File: src/sv/variable_partition_allocator_core_defines.svh
// Assertion macros for the partition allocator core.
// Used by the top level only; requires nothing else.
`ifndef VARIABLE_PARTITION_ALLOCATOR_CORE_DEFINES_SVH
`define VARIABLE_PARTITION_ALLOCATOR_CORE_DEFINES_SVH
`ifndef SYNTHESIS
`define VPA_ASSERT_IMPLIES(lbl, clk, rst, ante, cons, msg) \
   lbl: assert property (@(posedge clk) disable iff (rst) (ante) |-> (cons)) else $error(msg);
`define VPA_ASSERT_NEXT(lbl, clk, rst, ante, cons, msg) \
   lbl: assert property (@(posedge clk) disable iff (rst) (ante) |=> (cons)) else $error(msg);
`else
`define VPA_ASSERT_IMPLIES(lbl, clk, rst, ante, cons, msg)
`define VPA_ASSERT_NEXT(lbl, clk, rst, ante, cons, msg)
`endif
`endif

File: src/sv/vpa_pkg.sv
// Shared types, codes and the placement compare for the partition allocator.
// No dependencies.
`default_nettype none
package vpa_pkg;
   typedef logic [15:0] addr_type;

   localparam int CSR_AW = 4;
   localparam logic [1:0] REG_POLICY   = 2'd0;
   localparam logic [1:0] REG_MEM_SIZE = 2'd1;
   localparam logic [1:0] REG_MIN_FRAG = 2'd2;

   localparam logic [1:0] POL_FIRST = 2'd0;
   localparam logic [1:0] POL_BEST  = 2'd1;
   localparam logic [1:0] POL_WORST = 2'd2;

   localparam logic CMD_ALLOC = 1'b0;
   localparam logic CMD_FREE  = 1'b1;

   localparam logic [2:0] ST_OK    = 3'd0;
   localparam logic [2:0] ST_NOFIT = 3'd1;
   localparam logic [2:0] ST_FULL  = 3'd2;
   localparam logic [2:0] ST_NOID  = 3'd3;
   localparam logic [2:0] ST_ZERO  = 3'd4;

   localparam addr_type   RESET_MEM_SIZE = 16'd1024;
   localparam logic [7:0] RESET_MIN_FRAG = 8'd10;
   localparam addr_type   MEM_BASE       = 16'd0;

   typedef struct packed {
      addr_type start;
      addr_type len;
   } seg_type;

   typedef struct packed {
      addr_type id;
      addr_type start;
      addr_type len;
   } used_type;

   typedef struct packed {
      logic wr;
      logic set_vld;
      logic clr_vld;
   } tbl_cmd_type;

   function automatic logic seg_better(logic [1:0] pol, addr_type cs, addr_type cl,
                                       addr_type bs, addr_type bl, addr_type size);
      logic r;
      if (pol == POL_WORST) begin
         r = (cl != bl) ? (cl > bl) : (cs < bs);
      end else if (cl < size) begin
         r = 1'b0;
      end else if (bl < size) begin
         r = 1'b1;
      end else if (pol == POL_BEST && cl != bl) begin
         r = cl < bl;
      end else begin
         r = cs < bs;
      end
      return r;
   endfunction
endpackage
`default_nettype wire

File: src/sv/vpa_if.sv
// Request and response channel interfaces of the partition allocator.
// Depends on vpa_pkg.
`default_nettype none
interface vpa_req_if;
   import vpa_pkg::*;
   logic     valid;
   logic     ready;
   logic     cmd;
   addr_type request_size;
   addr_type release_id;
   modport source (output valid, cmd, request_size, release_id, input ready);
   modport sink (input valid, cmd, request_size, release_id, output ready);
endinterface

interface vpa_rsp_if;
   import vpa_pkg::*;
   logic       valid;
   logic       ready;
   logic [2:0] status;
   addr_type   granted_id;
   addr_type   block_start;
   addr_type   block_size;
   modport source (output valid, status, granted_id, block_start, block_size, input ready);
   modport sink (input valid, status, granted_id, block_start, block_size, output ready);
endinterface
`default_nettype wire

File: src/sv/vpa_regs.sv
// Configuration registers behind the APB-style port.
// Depends on vpa_pkg; flags a table reinit after a memory_size write.
`default_nettype none
module vpa_regs
   import vpa_pkg::*;
(
   input  wire logic              clock,
   input  wire logic              reset,
   input  wire logic              psel,
   input  wire logic              penable,
   input  wire logic              pwrite,
   input  wire logic [CSR_AW-1:0] paddr,
   input  wire logic [31:0]       pwdata,
   output logic [31:0]            prdata,
   output logic                   pready,
   output logic [1:0]            policy,
   output addr_type              memory_size,
   output logic [7:0]            min_fragment,
   output logic                  init_req
);
   logic [1:0] policy_ff, policy_in;
   addr_type   msize_ff, msize_in;
   logic [7:0] minf_ff, minf_in;
   logic       init_ff, init_in;
   logic       wr;
   logic [1:0] idx;

   assign pready = 1'b1;
   assign idx    = paddr[3:2];
   assign wr     = psel & penable & pwrite;

   always_comb begin
      policy_in = policy_ff;
      msize_in  = msize_ff;
      minf_in   = minf_ff;
      init_in   = 1'b0;
      if (wr) begin
         case (idx)
            REG_POLICY: policy_in = pwdata[1:0];
            REG_MEM_SIZE: begin
               msize_in = pwdata[15:0];
               init_in  = 1'b1;
            end
            REG_MIN_FRAG: minf_in = pwdata[7:0];
            default: ;
         endcase
      end
   end

   always_comb begin
      case (idx)
         REG_POLICY:   prdata = {30'd0, policy_ff};
         REG_MEM_SIZE: prdata = {16'd0, msize_ff};
         REG_MIN_FRAG: prdata = {24'd0, minf_ff};
         default:      prdata = 32'd0;
      endcase
   end

   always_ff @(posedge clock) begin
      if (reset) begin
         policy_ff <= POL_FIRST;
         msize_ff  <= RESET_MEM_SIZE;
         minf_ff   <= RESET_MIN_FRAG;
         init_ff   <= 1'b0;
      end else begin
         policy_ff <= policy_in;
         msize_ff  <= msize_in;
         minf_ff   <= minf_in;
         init_ff   <= init_in;
      end
   end

   assign policy       = policy_ff;
   assign memory_size  = msize_ff;
   assign min_fragment = minf_ff;
   assign init_req     = init_ff;
endmodule
`default_nettype wire

File: src/sv/vpa_ftab.sv
// Free segment table: start/length memory with registered read, valid flops.
// Depends on vpa_pkg.
`default_nettype none
module vpa_ftab
   import vpa_pkg::*;
#(
   parameter int DEPTH = 16,
   localparam int IW = $clog2(DEPTH)
) (
   input  wire logic        clock,
   input  wire logic        reset,
   input  wire logic        init,
   input  wire addr_type    init_len,
   input  wire logic [IW-1:0] raddr,
   output seg_type          rdata,
   input  wire tbl_cmd_type cmd,
   input  wire logic [IW-1:0] waddr,
   input  wire seg_type     wdata,
   input  wire logic [IW-1:0] caddr,
   output logic [DEPTH-1:0] vld
);
   seg_type          mem_ff [DEPTH];
   seg_type          rd_ff;
   logic [DEPTH-1:0] vld_ff, vld_in;

   always_comb begin
      vld_in = vld_ff;
      if (init) begin
         vld_in = {{(DEPTH-1){1'b0}}, 1'b1};
      end else begin
         if (cmd.clr_vld) vld_in[caddr] = 1'b0;
         if (cmd.set_vld) vld_in[waddr] = 1'b1;
      end
   end

   always_ff @(posedge clock) begin
      if (reset) begin
         vld_ff <= {{(DEPTH-1){1'b0}}, 1'b1};
      end else begin
         vld_ff <= vld_in;
      end
   end

   always_ff @(posedge clock) begin
      if (init) begin
         mem_ff[0] <= '{start: MEM_BASE, len: init_len};
      end else if (cmd.wr) begin
         mem_ff[waddr] <= wdata;
      end
      rd_ff <= mem_ff[raddr];
   end

   assign rdata = rd_ff;
   assign vld   = vld_ff;
endmodule
`default_nettype wire

File: src/sv/vpa_utab.sv
// Granted block table: id/start/length memory with registered read, valid flops.
// Depends on vpa_pkg.
`default_nettype none
module vpa_utab
   import vpa_pkg::*;
#(
   parameter int DEPTH = 15,
   localparam int IW = $clog2(DEPTH)
) (
   input  wire logic        clock,
   input  wire logic        reset,
   input  wire logic        init,
   input  wire logic [IW-1:0] raddr,
   output used_type         rdata,
   input  wire tbl_cmd_type cmd,
   input  wire logic [IW-1:0] waddr,
   input  wire used_type    wdata,
   input  wire logic [IW-1:0] caddr,
   output logic [DEPTH-1:0] vld
);
   used_type         mem_ff [DEPTH];
   used_type         rd_ff;
   logic [DEPTH-1:0] vld_ff, vld_in;

   always_comb begin
      vld_in = vld_ff;
      if (init) begin
         vld_in = '0;
      end else begin
         if (cmd.clr_vld) vld_in[caddr] = 1'b0;
         if (cmd.set_vld) vld_in[waddr] = 1'b1;
      end
   end

   always_ff @(posedge clock) begin
      if (reset) begin
         vld_ff <= '0;
      end else begin
         vld_ff <= vld_in;
      end
   end

   always_ff @(posedge clock) begin
      if (cmd.wr) begin
         mem_ff[waddr] <= wdata;
      end
      rd_ff <= mem_ff[raddr];
   end

   assign rdata = rd_ff;
   assign vld   = vld_ff;
endmodule
`default_nettype wire

File: src/sv/variable_partition_allocator_core.sv
// Top level of the partition allocator: request sequencer, tables, registers.
// Depends on vpa_pkg, vpa_if, vpa_regs, vpa_ftab, vpa_utab and the defines header.
//
//   port     | kind         | moves
//   req_ch   | valid/ready  | request: cmd, request_size, release_id
//   rsp_ch   | valid/ready  | response: status, granted_id, block_start, block_size
//   csr      | APB write/rd | policy, memory_size, min_fragment
//
// One request at a time; each pass scans a table one entry a cycle from its memory.
// Allocate: a free table scan, then the grant write, before the response register.
// Free: a block table scan, then a free table merge scan and the merge write.
// Zero size, or a full block table: straight to the response. A held response stalls the sequencer.
// After reset and after a memory_size write, the free table is rebuilt and the block table cleared.
`default_nettype none
`include "variable_partition_allocator_core_defines.svh"
module variable_partition_allocator_core
   import vpa_pkg::*;
#(
   parameter int MAX_BLOCKS = 15,
   parameter int MAX_FREE   = 16
) (
   input  wire logic              clock,
   input  wire logic              reset,
   vpa_req_if.sink                req_ch,
   vpa_rsp_if.source              rsp_ch,
   input  wire logic              psel,
   input  wire logic              penable,
   input  wire logic              pwrite,
   input  wire logic [CSR_AW-1:0] paddr,
   input  wire logic [31:0]       pwdata,
   output logic [31:0]            prdata,
   output logic                   pready
);
   localparam int FIW = $clog2(MAX_FREE);
   localparam int BIW = $clog2(MAX_BLOCKS);
   localparam int SCW = (FIW > BIW) ? FIW : BIW;
   localparam logic [SCW-1:0] FREE_LAST = SCW'(MAX_FREE - 1);
   localparam logic [SCW-1:0] BLK_LAST  = SCW'(MAX_BLOCKS - 1);

   localparam logic [2:0] S_IDLE   = 3'd0;
   localparam logic [2:0] S_FSCAN  = 3'd1;
   localparam logic [2:0] S_AWRITE = 3'd2;
   localparam logic [2:0] S_USCAN  = 3'd3;
   localparam logic [2:0] S_UCHK   = 3'd4;
   localparam logic [2:0] S_MSCAN  = 3'd5;
   localparam logic [2:0] S_MWRITE = 3'd6;
   localparam logic [2:0] S_DONE   = 3'd7;

   logic [1:0] policy;
   addr_type   memory_size;
   logic [7:0] min_fragment;
   logic       cfg_init;

   vpa_regs u_regs (
      .clock, .reset, .psel, .penable, .pwrite, .paddr, .pwdata, .prdata, .pready,
      .policy, .memory_size, .min_fragment, .init_req(cfg_init)
   );

   logic init_pend_ff, init_pend_in;
   logic tbl_init;
   assign tbl_init = init_pend_ff | cfg_init;

   logic [SCW-1:0]      cnt_ff, cnt_in;
   seg_type             frd;
   tbl_cmd_type         fcmd;
   logic [FIW-1:0]      fwaddr, fcaddr;
   seg_type             fwdata;
   logic [MAX_FREE-1:0] fvld;

   vpa_ftab #(.DEPTH(MAX_FREE)) u_ftab (
      .clock, .reset, .init(tbl_init), .init_len(memory_size),
      .raddr(cnt_ff[FIW-1:0]), .rdata(frd), .cmd(fcmd), .waddr(fwaddr),
      .wdata(fwdata), .caddr(fcaddr), .vld(fvld)
   );

   used_type              urd;
   tbl_cmd_type           ucmd;
   logic [BIW-1:0]        uwaddr, ucaddr;
   used_type              uwdata;
   logic [MAX_BLOCKS-1:0] uvld;

   vpa_utab #(.DEPTH(MAX_BLOCKS)) u_utab (
      .clock, .reset, .init(tbl_init), .raddr(cnt_ff[BIW-1:0]), .rdata(urd),
      .cmd(ucmd), .waddr(uwaddr), .wdata(uwdata), .caddr(ucaddr), .vld(uvld)
   );

   logic [2:0]     st_ff, st_in;
   logic           iss_ff, iss_in;
   logic           proc_ff, proc_in;
   logic [SCW-1:0] pidx_ff, pidx_in;
   logic           plast_ff, plast_in;
   addr_type       size_ff, size_in;
   addr_type       rid_ff, rid_in;
   addr_type       idc_ff, idc_in;
   logic [BIW-1:0] uslot_ff, uslot_in;
   logic           pk_ff, pk_in;
   logic [FIW-1:0] pk_idx_ff, pk_idx_in;
   addr_type       pk_start_ff, pk_start_in;
   addr_type       pk_len_ff, pk_len_in;
   logic           fnd_ff, fnd_in;
   logic [BIW-1:0] u_idx_ff, u_idx_in;
   addr_type       u_start_ff, u_start_in;
   addr_type       u_len_ff, u_len_in;
   logic           lf_ff, lf_in;
   logic [FIW-1:0] l_idx_ff, l_idx_in;
   addr_type       l_start_ff, l_start_in;
   addr_type       l_len_ff, l_len_in;
   logic           rf_ff, rf_in;
   logic [FIW-1:0] r_idx_ff, r_idx_in;
   addr_type       r_len_ff, r_len_in;
   logic           sf_ff, sf_in;
   logic [FIW-1:0] s_idx_ff, s_idx_in;
   logic [2:0]     res_st_ff, res_st_in;
   addr_type       res_id_ff, res_id_in;
   addr_type       res_start_ff, res_start_in;
   addr_type       res_size_ff, res_size_in;
   logic           rv_ff, rv_in;
   logic [2:0]     rs_st_ff, rs_st_in;
   addr_type       rs_id_ff, rs_id_in;
   addr_type       rs_start_ff, rs_start_in;
   addr_type       rs_size_ff, rs_size_in;

   logic           req_fire;
   logic           uslot_any;
   logic [BIW-1:0] uslot;
   logic [SCW-1:0] last;
   logic           f_ent_vld, u_ent_vld;
   addr_type       u_end, rem, f_end;
   logic           load;

   assign req_ch.ready = (st_ff == S_IDLE) && !tbl_init;
   assign req_fire     = req_ch.valid && req_ch.ready;
   assign last         = (st_ff == S_USCAN) ? BLK_LAST : FREE_LAST;
   assign f_ent_vld    = proc_ff && fvld[pidx_ff[FIW-1:0]];
   assign u_ent_vld    = proc_ff && uvld[pidx_ff[BIW-1:0]];
   assign u_end        = u_start_ff + u_len_ff;
   assign f_end        = frd.start + frd.len;
   assign rem          = pk_len_ff - size_ff;
   assign load         = (st_ff == S_DONE) && (!rv_ff || rsp_ch.ready);

   always_comb begin
      uslot_any = 1'b0;
      uslot     = '0;
      for (int i = MAX_BLOCKS - 1; i >= 0; i--) begin
         if (!uvld[i]) begin
            uslot_any = 1'b1;
            uslot     = BIW'(i);
         end
      end
   end

   always_comb begin
      st_in = st_ff;
      iss_in = iss_ff;
      cnt_in = cnt_ff;
      proc_in = iss_ff;
      pidx_in = cnt_ff;
      plast_in = (cnt_ff == last);
      size_in = size_ff;
      rid_in = rid_ff;
      idc_in = idc_ff;
      uslot_in = uslot_ff;
      pk_in = pk_ff;
      pk_idx_in = pk_idx_ff;
      pk_start_in = pk_start_ff;
      pk_len_in = pk_len_ff;
      fnd_in = fnd_ff;
      u_idx_in = u_idx_ff;
      u_start_in = u_start_ff;
      u_len_in = u_len_ff;
      lf_in = lf_ff;
      l_idx_in = l_idx_ff;
      l_start_in = l_start_ff;
      l_len_in = l_len_ff;
      rf_in = rf_ff;
      r_idx_in = r_idx_ff;
      r_len_in = r_len_ff;
      sf_in = sf_ff;
      s_idx_in = s_idx_ff;
      res_st_in = res_st_ff;
      res_id_in = res_id_ff;
      res_start_in = res_start_ff;
      res_size_in = res_size_ff;
      init_pend_in = 1'b0;
      fcmd = '0;
      fwaddr = '0;
      fcaddr = '0;
      fwdata = '0;
      ucmd = '0;
      uwaddr = uslot_ff;
      ucaddr = u_idx_ff;
      uwdata = '{id: idc_ff, start: pk_start_ff, len: pk_len_ff};

      if (iss_ff) begin
         cnt_in = cnt_ff + 1'b1;
         if (cnt_ff == last) iss_in = 1'b0;
      end

      case (st_ff)
         S_IDLE: begin
            if (req_fire) begin
               size_in      = req_ch.request_size;
               rid_in       = req_ch.release_id;
               res_id_in    = '0;
               res_start_in = '0;
               res_size_in  = '0;
               if (req_ch.cmd == CMD_FREE) begin
                  fnd_in = 1'b0;
                  iss_in = 1'b1;
                  cnt_in = '0;
                  st_in  = S_USCAN;
               end else if (req_ch.request_size == '0) begin
                  res_st_in = ST_ZERO;
                  st_in     = S_DONE;
               end else begin
                  idc_in = idc_ff + 1'b1;
                  if (!uslot_any) begin
                     res_st_in = ST_FULL;
                     st_in     = S_DONE;
                  end else begin
                     uslot_in = uslot;
                     pk_in    = 1'b0;
                     iss_in   = 1'b1;
                     cnt_in   = '0;
                     st_in    = S_FSCAN;
                  end
               end
            end
         end
         S_FSCAN: begin
            if (f_ent_vld && (!pk_ff ||
                seg_better(policy, frd.start, frd.len, pk_start_ff, pk_len_ff, size_ff))) begin
               pk_in       = 1'b1;
               pk_idx_in   = pidx_ff[FIW-1:0];
               pk_start_in = frd.start;
               pk_len_in   = frd.len;
            end
            if (proc_ff && plast_ff) st_in = S_AWRITE;
         end
         S_AWRITE: begin
            st_in = S_DONE;
            if (!pk_ff || pk_len_ff < size_ff) begin
               res_st_in = ST_NOFIT;
            end else begin
               res_st_in    = ST_OK;
               res_id_in    = idc_ff;
               res_start_in = pk_start_ff;
               ucmd.wr      = 1'b1;
               ucmd.set_vld = 1'b1;
               fwaddr       = pk_idx_ff;
               fcaddr       = pk_idx_ff;
               if (rem > {8'd0, min_fragment}) begin
                  res_size_in = size_ff;
                  uwdata.len  = size_ff;
                  fcmd.wr     = 1'b1;
                  fwdata      = '{start: pk_start_ff + size_ff, len: rem};
               end else begin
                  res_size_in  = pk_len_ff;
                  fcmd.clr_vld = 1'b1;
               end
            end
         end
         S_USCAN: begin
            if (u_ent_vld && !fnd_ff && urd.id == rid_ff) begin
               fnd_in     = 1'b1;
               u_idx_in   = pidx_ff[BIW-1:0];
               u_start_in = urd.start;
               u_len_in   = urd.len;
            end
            if (proc_ff && plast_ff) st_in = S_UCHK;
         end
         S_UCHK: begin
            if (!fnd_ff) begin
               res_st_in = ST_NOID;
               st_in     = S_DONE;
            end else begin
               ucmd.clr_vld = 1'b1;
               res_st_in    = ST_OK;
               res_id_in    = rid_ff;
               res_start_in = u_start_ff;
               res_size_in  = u_len_ff;
               lf_in        = 1'b0;
               rf_in        = 1'b0;
               sf_in        = 1'b0;
               iss_in       = 1'b1;
               cnt_in       = '0;
               st_in        = S_MSCAN;
            end
         end
         S_MSCAN: begin
            if (proc_ff && !fvld[pidx_ff[FIW-1:0]]) begin
               if (!sf_ff) begin
                  sf_in    = 1'b1;
                  s_idx_in = pidx_ff[FIW-1:0];
               end
            end else if (f_ent_vld) begin
               if (!lf_ff && f_end == u_start_ff) begin
                  lf_in      = 1'b1;
                  l_idx_in   = pidx_ff[FIW-1:0];
                  l_start_in = frd.start;
                  l_len_in   = frd.len;
               end else if (!rf_ff && frd.start == u_end) begin
                  rf_in    = 1'b1;
                  r_idx_in = pidx_ff[FIW-1:0];
                  r_len_in = frd.len;
               end
            end
            if (proc_ff && plast_ff) st_in = S_MWRITE;
         end
         S_MWRITE: begin
            st_in = S_DONE;
            if (lf_ff) begin
               fcmd.wr = 1'b1;
               fwaddr  = l_idx_ff;
               fcaddr  = r_idx_ff;
               fcmd.clr_vld = rf_ff;
               fwdata = '{start: l_start_ff,
                          len: l_len_ff + u_len_ff + (rf_ff ? r_len_ff : 16'd0)};
            end else if (rf_ff) begin
               fcmd.wr = 1'b1;
               fwaddr  = r_idx_ff;
               fwdata  = '{start: u_start_ff, len: r_len_ff + u_len_ff};
            end else if (sf_ff) begin
               fcmd.wr      = 1'b1;
               fcmd.set_vld = 1'b1;
               fwaddr       = s_idx_ff;
               fwdata       = '{start: u_start_ff, len: u_len_ff};
            end
         end
         S_DONE: begin
            if (load) st_in = S_IDLE;
         end
         default: st_in = S_IDLE;
      endcase
   end

   always_comb begin
      rv_in       = load | (rv_ff & ~rsp_ch.ready);
      rs_st_in    = load ? res_st_ff : rs_st_ff;
      rs_id_in    = load ? res_id_ff : rs_id_ff;
      rs_start_in = load ? res_start_ff : rs_start_ff;
      rs_size_in  = load ? res_size_ff : rs_size_ff;
   end

   always_ff @(posedge clock) begin
      if (reset) begin
         st_ff        <= S_IDLE;
         iss_ff       <= 1'b0;
         proc_ff      <= 1'b0;
         idc_ff       <= '0;
         rv_ff        <= 1'b0;
         init_pend_ff <= 1'b1;
      end else begin
         st_ff        <= st_in;
         iss_ff       <= iss_in;
         proc_ff      <= proc_in;
         idc_ff       <= idc_in;
         rv_ff        <= rv_in;
         init_pend_ff <= init_pend_in;
      end
      cnt_ff       <= cnt_in;
      pidx_ff      <= pidx_in;
      plast_ff     <= plast_in;
      size_ff      <= size_in;
      rid_ff       <= rid_in;
      uslot_ff     <= uslot_in;
      pk_ff        <= pk_in;
      pk_idx_ff    <= pk_idx_in;
      pk_start_ff  <= pk_start_in;
      pk_len_ff    <= pk_len_in;
      fnd_ff       <= fnd_in;
      u_idx_ff     <= u_idx_in;
      u_start_ff   <= u_start_in;
      u_len_ff     <= u_len_in;
      lf_ff        <= lf_in;
      l_idx_ff     <= l_idx_in;
      l_start_ff   <= l_start_in;
      l_len_ff     <= l_len_in;
      rf_ff        <= rf_in;
      r_idx_ff     <= r_idx_in;
      r_len_ff     <= r_len_in;
      sf_ff        <= sf_in;
      s_idx_ff     <= s_idx_in;
      res_st_ff    <= res_st_in;
      res_id_ff    <= res_id_in;
      res_start_ff <= res_start_in;
      res_size_ff  <= res_size_in;
      rs_st_ff     <= rs_st_in;
      rs_id_ff     <= rs_id_in;
      rs_start_ff  <= rs_start_in;
      rs_size_ff   <= rs_size_in;
   end

   assign rsp_ch.valid       = rv_ff;
   assign rsp_ch.status      = rs_st_ff;
   assign rsp_ch.granted_id  = rs_id_ff;
   assign rsp_ch.block_start = rs_start_ff;
   assign rsp_ch.block_size  = rs_size_ff;

   `VPA_ASSERT_IMPLIES(a_proc_in_scan, clock, reset, proc_ff, (st_ff == S_FSCAN || st_ff == S_USCAN || st_ff == S_MSCAN), "scan data outside a scan state")
   `VPA_ASSERT_IMPLIES(a_merge_after_hit, clock, reset, st_ff == S_MSCAN, fnd_ff && !uvld[u_idx_ff], "merge scan without a released block")
   `VPA_ASSERT_IMPLIES(a_done_quiet, clock, reset, st_ff == S_DONE, !iss_ff && !proc_ff, "table scan still running at response")
   `VPA_ASSERT_NEXT(a_grant_marks_block, clock, reset, st_ff == S_AWRITE && ucmd.wr, uvld[uslot_ff], "granted block not marked valid")
endmodule
`default_nettype wire

File: src/flat_wrapper.sv
// flat-port wrapper written by rule: the top's interface ports become plain ports
module variable_partition_allocator_core_flat import vpa_pkg::*;
#(
   parameter int MAX_BLOCKS = 15,
   parameter int MAX_FREE   = 16
)
  (clock, reset, psel, penable, pwrite, paddr, pwdata, prdata, pready, req_ch_valid, req_ch_cmd, req_ch_request_size, req_ch_release_id, req_ch_ready, rsp_ch_valid, rsp_ch_status, rsp_ch_granted_id, rsp_ch_block_start, rsp_ch_block_size, rsp_ch_ready);
  vpa_req_if req_ch_i ();
  vpa_rsp_if rsp_ch_i ();
  input  wire logic clock;
  input  wire logic reset;
  input  wire logic psel;
  input  wire logic penable;
  input  wire logic pwrite;
  input  wire logic [CSR_AW-1:0] paddr;
  input  wire logic [31:0] pwdata;
  output logic [31:0] prdata;
  output logic pready;
  input wire logic [$bits(req_ch_i.valid)-1:0] req_ch_valid;
  input wire logic [$bits(req_ch_i.cmd)-1:0] req_ch_cmd;
  input wire logic [$bits(req_ch_i.request_size)-1:0] req_ch_request_size;
  input wire logic [$bits(req_ch_i.release_id)-1:0] req_ch_release_id;
  output wire logic [$bits(req_ch_i.ready)-1:0] req_ch_ready;
  output wire logic [$bits(rsp_ch_i.valid)-1:0] rsp_ch_valid;
  output wire logic [$bits(rsp_ch_i.status)-1:0] rsp_ch_status;
  output wire logic [$bits(rsp_ch_i.granted_id)-1:0] rsp_ch_granted_id;
  output wire logic [$bits(rsp_ch_i.block_start)-1:0] rsp_ch_block_start;
  output wire logic [$bits(rsp_ch_i.block_size)-1:0] rsp_ch_block_size;
  input wire logic [$bits(rsp_ch_i.ready)-1:0] rsp_ch_ready;
  assign req_ch_i.valid = req_ch_valid;
  assign req_ch_i.cmd = req_ch_cmd;
  assign req_ch_i.request_size = req_ch_request_size;
  assign req_ch_i.release_id = req_ch_release_id;
  assign req_ch_ready = req_ch_i.ready;
  assign rsp_ch_valid = rsp_ch_i.valid;
  assign rsp_ch_status = rsp_ch_i.status;
  assign rsp_ch_granted_id = rsp_ch_i.granted_id;
  assign rsp_ch_block_start = rsp_ch_i.block_start;
  assign rsp_ch_block_size = rsp_ch_i.block_size;
  assign rsp_ch_i.ready = rsp_ch_ready;
  variable_partition_allocator_core #(.MAX_BLOCKS(MAX_BLOCKS), .MAX_FREE(MAX_FREE)) u_core (.clock(clock), .reset(reset), .req_ch(req_ch_i), .rsp_ch(rsp_ch_i), .psel(psel), .penable(penable), .pwrite(pwrite), .paddr(paddr), .pwdata(pwdata), .prdata(prdata), .pready(pready));
endmodule
File: config.mk
export PLATFORM = sky130hd
export DESIGN_NAME = variable_partition_allocator_core_flat
export DESIGN_NICKNAME = d
export VERILOG_FILES = /design/src/sv/vpa_pkg.sv /design/src/sv/vpa_if.sv /design/src/sv/vpa_regs.sv /design/src/sv/vpa_ftab.sv /design/src/sv/vpa_utab.sv /design/src/sv/variable_partition_allocator_core.sv /design/src/flat_wrapper.sv
export VERILOG_INCLUDE_DIRS = /design/src /design/src/sv
export SDC_FILE = /design/constraint.sdc
export NUM_CORES = 2
export LEC_CHECK = 0
export BUFFER_PORTS_ARGS = -buffer_cell sky130_fd_sc_hd__buf_2
export CORE_UTILIZATION = 62
export CTS_CLUSTER_SIZE = 16
export DETAILED_ROUTE_END_ITERATION = 8
export PLACE_DENSITY = 0.79
export SYNTH_ARGS = -nofsm -noshare
export SYNTH_HDL_FRONTEND = slang
export SYNTH_SLANG_ARGS = --single-unit
File: constraint.sdc
create_clock -name clock -period 9.3 [get_ports clock]
set_clock_uncertainty 0.15 [all_clocks]
set_input_delay 1.395 -clock clock [delete_from_list [all_inputs] [get_ports clock]]
set_output_delay 1.395 -clock clock [all_outputs]
set_load 0.01 [all_outputs]
# ---- Word level (Yosys, flattened, before mapping)
# Memory sizes are Yosys's and may differ from the RTL's. A register that Yosys moved wholly into a read port is not among the register bits.
# Index checks and enable logic that the tools add are counted.
dict set report classes {
  n_bitwise 18
  n_eq_ne 36
  n_lt_le_gt_ge 15
  n_reduce_logical 60
  add_sub_neg 9
  n_mux 165
}
# operator n
set ops {}
lappend ops {{$mux W16} 14}
lappend ops {{$mux W32} 6}
lappend ops {{$pmux W16 S3} 4}
lappend ops {{$add A16 B16 Y16} 6}
lappend ops {{$mux W1} 76}
lappend ops {{$mux W4} 19}
lappend ops {{$lt A16 B16 Y1} 4}
lappend ops {{$pmux W32 S2} 1}
lappend ops {{$eq A16 B16 Y1} 3}
lappend ops {{$mux W3} 16}
lappend ops {{$mux W15} 3}
lappend ops {{$reduce_or A32 Y1} 1}
lappend ops {{$lt A4 B5 Y1 const B} 5}
lappend ops {{$pmux W4 S2} 3}
lappend ops {{$reduce_and A4 Y1} 6}
lappend ops {{$ne A2 B1 Y1 const B} 11}
lappend ops {{$pmux W3 S7} 1}
lappend ops {{$reduce_and A5 Y1} 4}
lappend ops {{$logic_and A1 B1 Y1} 17}
lappend ops {{$add A16 B1 Y16 const B} 1}
lappend ops {{$and A16 B16 Y16} 1}
lappend ops {{$demux W1 S4} 4}
lappend ops {{$ge A4 B1 Y1 const B} 4}
lappend ops {{$gt A16 B16 Y1} 1}
lappend ops {{other kinds (36)} 92}
dict set report totals {
  n_memories 2
  wordCells 351
  ramBits 1232
  reg_bits 365
  output_inout_bits 86
  input_bits 76
}
# memory words word_bits read_ports rd_clocked_by_memory_dff wr line
set memory_table {}
lappend memory_table {u_core.u_utab.mem_ff 15 48 1 1 1 vpa_utab.sv:21} ;# used_type mem_ff [DEPTH];
lappend memory_table {u_core.u_ftab.mem_ff 16 32 1 1 1 vpa_ftab.sv:22} ;# seg_type mem_ff [DEPTH];

# ---- Logic depth before layout (Yosys ltp)
dict set report depth {
  word_depth 20
  depth_mapped 19
  depth_no_buf 17
}

# ---- Cells and area by module
# From an unflattened synthesis, not the netlist that was laid out.
dict set report unflattened {
  cells_unflattened 4140
  area_unflattened_um2 69770.7
}
# mod seq_area_each_um2 cells_each instances area_per_inst_um2
set modules_own_cells {}
lappend modules_own_cells {vpa_utab 22881.9 1326 1 28762.6}
lappend modules_own_cells {vpa_ftab 16335.7 960 1 20807.5}
lappend modules_own_cells {variable_partition_allocator_core 8898.5 1700 1 18730.5}
lappend modules_own_cells {vpa_regs 540.5 154 1 1470.2}

# ---- Worst setup path after synthesis
# No wires, ideal clock.
dict set report synth_path {
  path_kind {register to register}
  start {register u_core.size_ff[0]}
  end {memory u_core.u_utab.mem_ff[3][0] (netlist name), enable pin}
  required_ps 8635
  synth_period_minus_slack_ps 6656
  stages_incl_launch_ff 12
  setup_time_ps 515
  slack_ps 2644
  n_path_buf 1
  arrival_ps 5991
  cell_sequence {edfxtp_1 ha_1 fa_1 nand2b_1 a21oi_1 o21a_1 or4_1 a311oi_1 nor3_1 clkbuf_1 nand3_1 nor3_1}
}
dict set report synth_between {
  elab_chain_cells 6
}
# element line
set synth_rtl {}
lappend synth_rtl {{start, declared} variable_partition_allocator_core.sv:92} ;# addr_type size_ff, size_in;
lappend synth_rtl {{start signal, assigned} variable_partition_allocator_core.sv:364} ;# size_ff <= size_in;
lappend synth_rtl {{$lt A16 B16 Y1} variable_partition_allocator_core.sv:242} ;# if (!pk_ff || pk_len_ff < size_ff) begin
lappend synth_rtl {{$logic_or A1 B1 Y1} variable_partition_allocator_core.sv:242}
lappend synth_rtl {{$mux W2} variable_partition_allocator_core.sv:242}
lappend synth_rtl {{$mux W2} variable_partition_allocator_core.sv:199} ;# case (st_ff)
lappend synth_rtl {{$mux W1} vpa_utab.sv:44} ;# if (cmd.wr) begin
lappend synth_rtl {{$mux W1 (not written as such)} vpa_utab.sv:45} ;# mem_ff[waddr] <= wdata;
lappend synth_rtl {{end, declared} vpa_utab.sv:21}
# No other way between the ends.

# ---- Final worst setup path
dict set report layout_path {
  start {register u_core.size_ff[0]}
  end {memory u_core.u_ftab.mem_ff[4][3] (netlist name), data pin}
}
dict set report layout_between {
  elab_chain_cells 10
  word_cells_on_any_way 15
  cone_classes {add/sub (1); order compare (2); mux (10); reduce/logical (2)}
}
# element line
set layout_rtl {}
lappend layout_rtl {{$sub A16 B16 Y16} variable_partition_allocator_core.sv:138} ;# assign rem = pk_len_ff - size_ff;
lappend layout_rtl {{$gt A16 B8 Y1} variable_partition_allocator_core.sv:252} ;# if (rem > {8'd0, min_fragment}) begin
lappend layout_rtl {{$mux W1} variable_partition_allocator_core.sv:252}
lappend layout_rtl {{$mux W1} variable_partition_allocator_core.sv:242}
lappend layout_rtl {{$pmux W1 S2} variable_partition_allocator_core.sv:199}
lappend layout_rtl {{$mux W1} vpa_ftab.sv:47} ;# end else if (cmd.wr) begin
lappend layout_rtl {{$mux W1} vpa_ftab.sv:45} ;# if (init) begin
lappend layout_rtl {{$mux W1 (not written as such)} vpa_ftab.sv:48} ;# mem_ff[waddr] <= wdata;
lappend layout_rtl {{$reduce_or A32 Y1 (no line)} n/a}
lappend layout_rtl {{$mux W32 (no line) *} n/a}
lappend layout_rtl {{end, declared} vpa_ftab.sv:22}
# Mark *: on every way between the ends. The rest lies on a longest branch, timed or not.

==> flow_metrics.tcl <==
set metrics [dict create \
    yosys_warnings 0 \
    grt_pass1_vias 40630 \
    dieHeight_um 337.7 \
    synth_cell_types 86 \
    drive_gt1_share_pct 15.32 \
    cts_tree "built" \
    via_per_inst 6.701 \
    tns_ps 0 \
    critical_path_class "reg -> reg" \
    drcViolationCount 0 \
    grt_pass1_wl_um 267800 \
    die_w_um 337.7 \
    max_slew_margin_pct 12.02 \
    clkTransAtPathRegs_ps 60 \
    core-area_um2 111300 \
    layout_commonest_cell "edfxtp_1" \
    clock_latency_ps 800 \
    htreeDepth 4 \
    nFillCells 6876 \
    hold_buffers 0 \
    area_growth_syn_to_layout_pct 11.28 \
    die_area_um2 114100 \
    hold_path_class "reg -> reg" \
    fin_nets 4861 \
    firstDrtPassIters 6 \
    vias 41820 \
    grt_usage_pct 32.76 \
    first_iter_violations 5147 \
    rsz0062_at_grt "no" \
    cap_viol_max_count 0 \
    status "finished, final reports clean" \
    clockBufferDepth 3 \
    cp-start-kind "register" \
    syn_area_um2 69890 \
    layout_common_cells "edfxtp_1 (1,507), mux2i_1 (286), nand2_1 (267)" \
    antenna_found_initial 11 \
    setup_viol 0 \
    fin_crit_sh_pct 65.83 \
    cp-end-kind "register" \
    cts_root_buf "clkbuf_16" \
    postCtsSetupBuffers 0 \
    gp_congestion 0.9890 \
    grt_max_degree 157 \
    port_buffers 126 \
    boundaryPins 162 \
    avgSynthCellArea_um2 15.71 \
    maxSlewViolCount 0 \
    synth-seq-area-share_pct 69.62 \
    period_needed_ps 6122 \
    rows 122 \
    grt_overflow 0 \
    power_density_nw_per_um2 254.2 \
    yosys_most_used_dff "edfxtp_1" \
    arrival_ps 6410 \
    async_flop_share_pct 0 \
    place_ws_ps 2819 \
    worstMarginPinSlew_ps 1311 \
    cts_buffers 159 \
    required_ps 9590 \
    wire_per_inst_um 29.74 \
    synth_edf_count 1507 \
    r2r_slack_ps 3180 \
    ys_ff_latch 1677 \
    synth_cells 4449 \
    fmax_mhz 163.3 \
    timing.hold.ws_ps 251.9 \
    cts-resized-gates 0 \
    p_leak_nw 26.50 \
    setup_ws_ps 3178 \
    ir_drop_uv 192.4 \
    clock_sinks 1677 \
    postRouteAntennaNets 0 \
    drt-total-wl_um 185600 \
    initial_utilization_pct 62.80 \
    hpwl_um 111400 \
    crit_fanout 20 \
    hold_viol 0 \
]
-- critical path, stage by stage, from the launching register on --
cell,delay (ps)
edfxtp_1,470
ha_1,270
fa_1,400
nand2b_1,180
a21oi_1,190
nor2_1,100
xnor2_1,250
ha_1,290
a21o_1,160
a21o_1,180
o21ai_0,140
a21oi_1,80
or4_1,530
nor4_2,150
buf_4,400
nor2_4,90
o21ai_4,550
buf_4,400
mux2i_2,790
-- synth_stat cells (7+ instances only) --
library cell,instances,area share [%]
buf_2,7,0.050
a21o_1,33,0.35
ha_1,146,2.6
a31oi_1,20,0.18
a221oi_1,85,1.1
a22o_1,31,0.39
nand2b_1,21,0.19
or3_1,14,0.13
buf_1,40,0.21
xor2_1,64,0.80
o22ai_1,10,0.090
and3_1,18,0.16
o21ai_0,263,1.9
dfxtp_1,170,4.9
o21ai_1,38,0.27
clkbuf_1,154,0.83
buf_4,18,0.19
fa_1,21,0.60
a211oi_1,14,0.15
o21a_1,19,0.20
a22oi_1,92,0.99
edfxtp_1,1507,65
mux4_2,169,5.4
nor3_1,51,0.37
mux2i_1,288,4.1
and2_1,32,0.29
nor2b_1,24,0.21
nand2_1,267,1.4
nor3b_1,8,0.086
a21oi_1,227,1.6
nand3_1,29,0.21
a211o_1,8,0.10
o31ai_1,14,0.15
mux2_2,48,0.77
nand4_1,25,0.22
nor2_1,157,0.84
xnor2_1,70,0.88
inv_1,107,0.57
o21bai_1,8,0.086
o211ai_1,16,0.17
nor4_1,12,0.11
-- path summary, 6_finish.rpt --
kind / startpoint / end / depth (start not counted)
min: u_core.u_utab.rdata[22] / u_core.u_start_ff[6] / 0
max: u_core.size_ff[0] / u_core.u_ftab.mem_ff[4][3] / 18
min reg2reg: u_core.u_utab.rdata[22] / u_core.u_start_ff[6] / 0
max reg2reg: u_core.size_ff[0] / u_core.u_ftab.mem_ff[4][3] / 18
-- metal layers --
metal | track usage [%] | share of wire, % | vias up
li1 | - | - | 17780
met1 | 46.20 | 38 | 20930
met2 | 50.73 | 47 | 2659
met3 | 6.487 | 11 | 444
met4 | 12.93 | 4.0 | 4
met5 | 0 | 0.011 | -
-- layout make-up --
class	count	area (µm²)	share of cell area, %
Sequential cell	1677	48670	62.58
Multi-Input combinational cell	2460	20210	25.99
Clock buffer	236	4597	5.911
Tap cell	1488	1862	2.394
Timing Repair Buffer	212	1314	1.689
Clock inverter	59	711.9	0.9154
Inverter	108	405.4	0.5213
Antenna cell	1	2.502	0.003218
-- cell families after synthesis --
kind of cell	synth area share (%)
flops	69.62
compound gates	8.527
simple gates	4.637
mux	10.38
buf+inv	1.865
fa+ha+maj	3.215
xor+xnor	1.746
other cells	0.01075
-- registers in the layout, summed over array words and instances, names as in the netlist, 32 cells and up --
name                  count
u_core.u_ftab.mem_ff    512
u_core.u_ftab.rdata      32
u_core.u_utab.rdata      48
u_core.u_utab.mem_ff    720
-- where the power goes --
part / internal [W] / leakage (nW) / switching (W)
logic: 0.00167 / 8.73 / 0.00225
registers: 0.00872 / 15.2 / 0.000570
clock network: 0.00378 / 2.58 / 0.00278
total: 0.0142 / 26.5 / 0.00560
-- metrics by stage --
| stage | cells | utilization [%] | total power (W) | area, µm² |
|---|---|---|---|---|
| 5_1_grt | 6240 | 69.89 | 0.02038 | 77770 |
| 3_5_place_dp | 5945 | 65.11 | 0.01324 | 72450 |
| 3_3_place_gp | 5945 | 65.11 | 0.01316 | 72450 |
| 6_report | 6241 | 69.89 | 0.01977 | 77770 |
| 4_1_cts | 6240 | 69.88 | 0.01974 | 77760 |
| 2_1_floorplan | 4464 | - | 0.01199 | 69940 |
No activity file was read; power rests on OpenSTA's default activity.
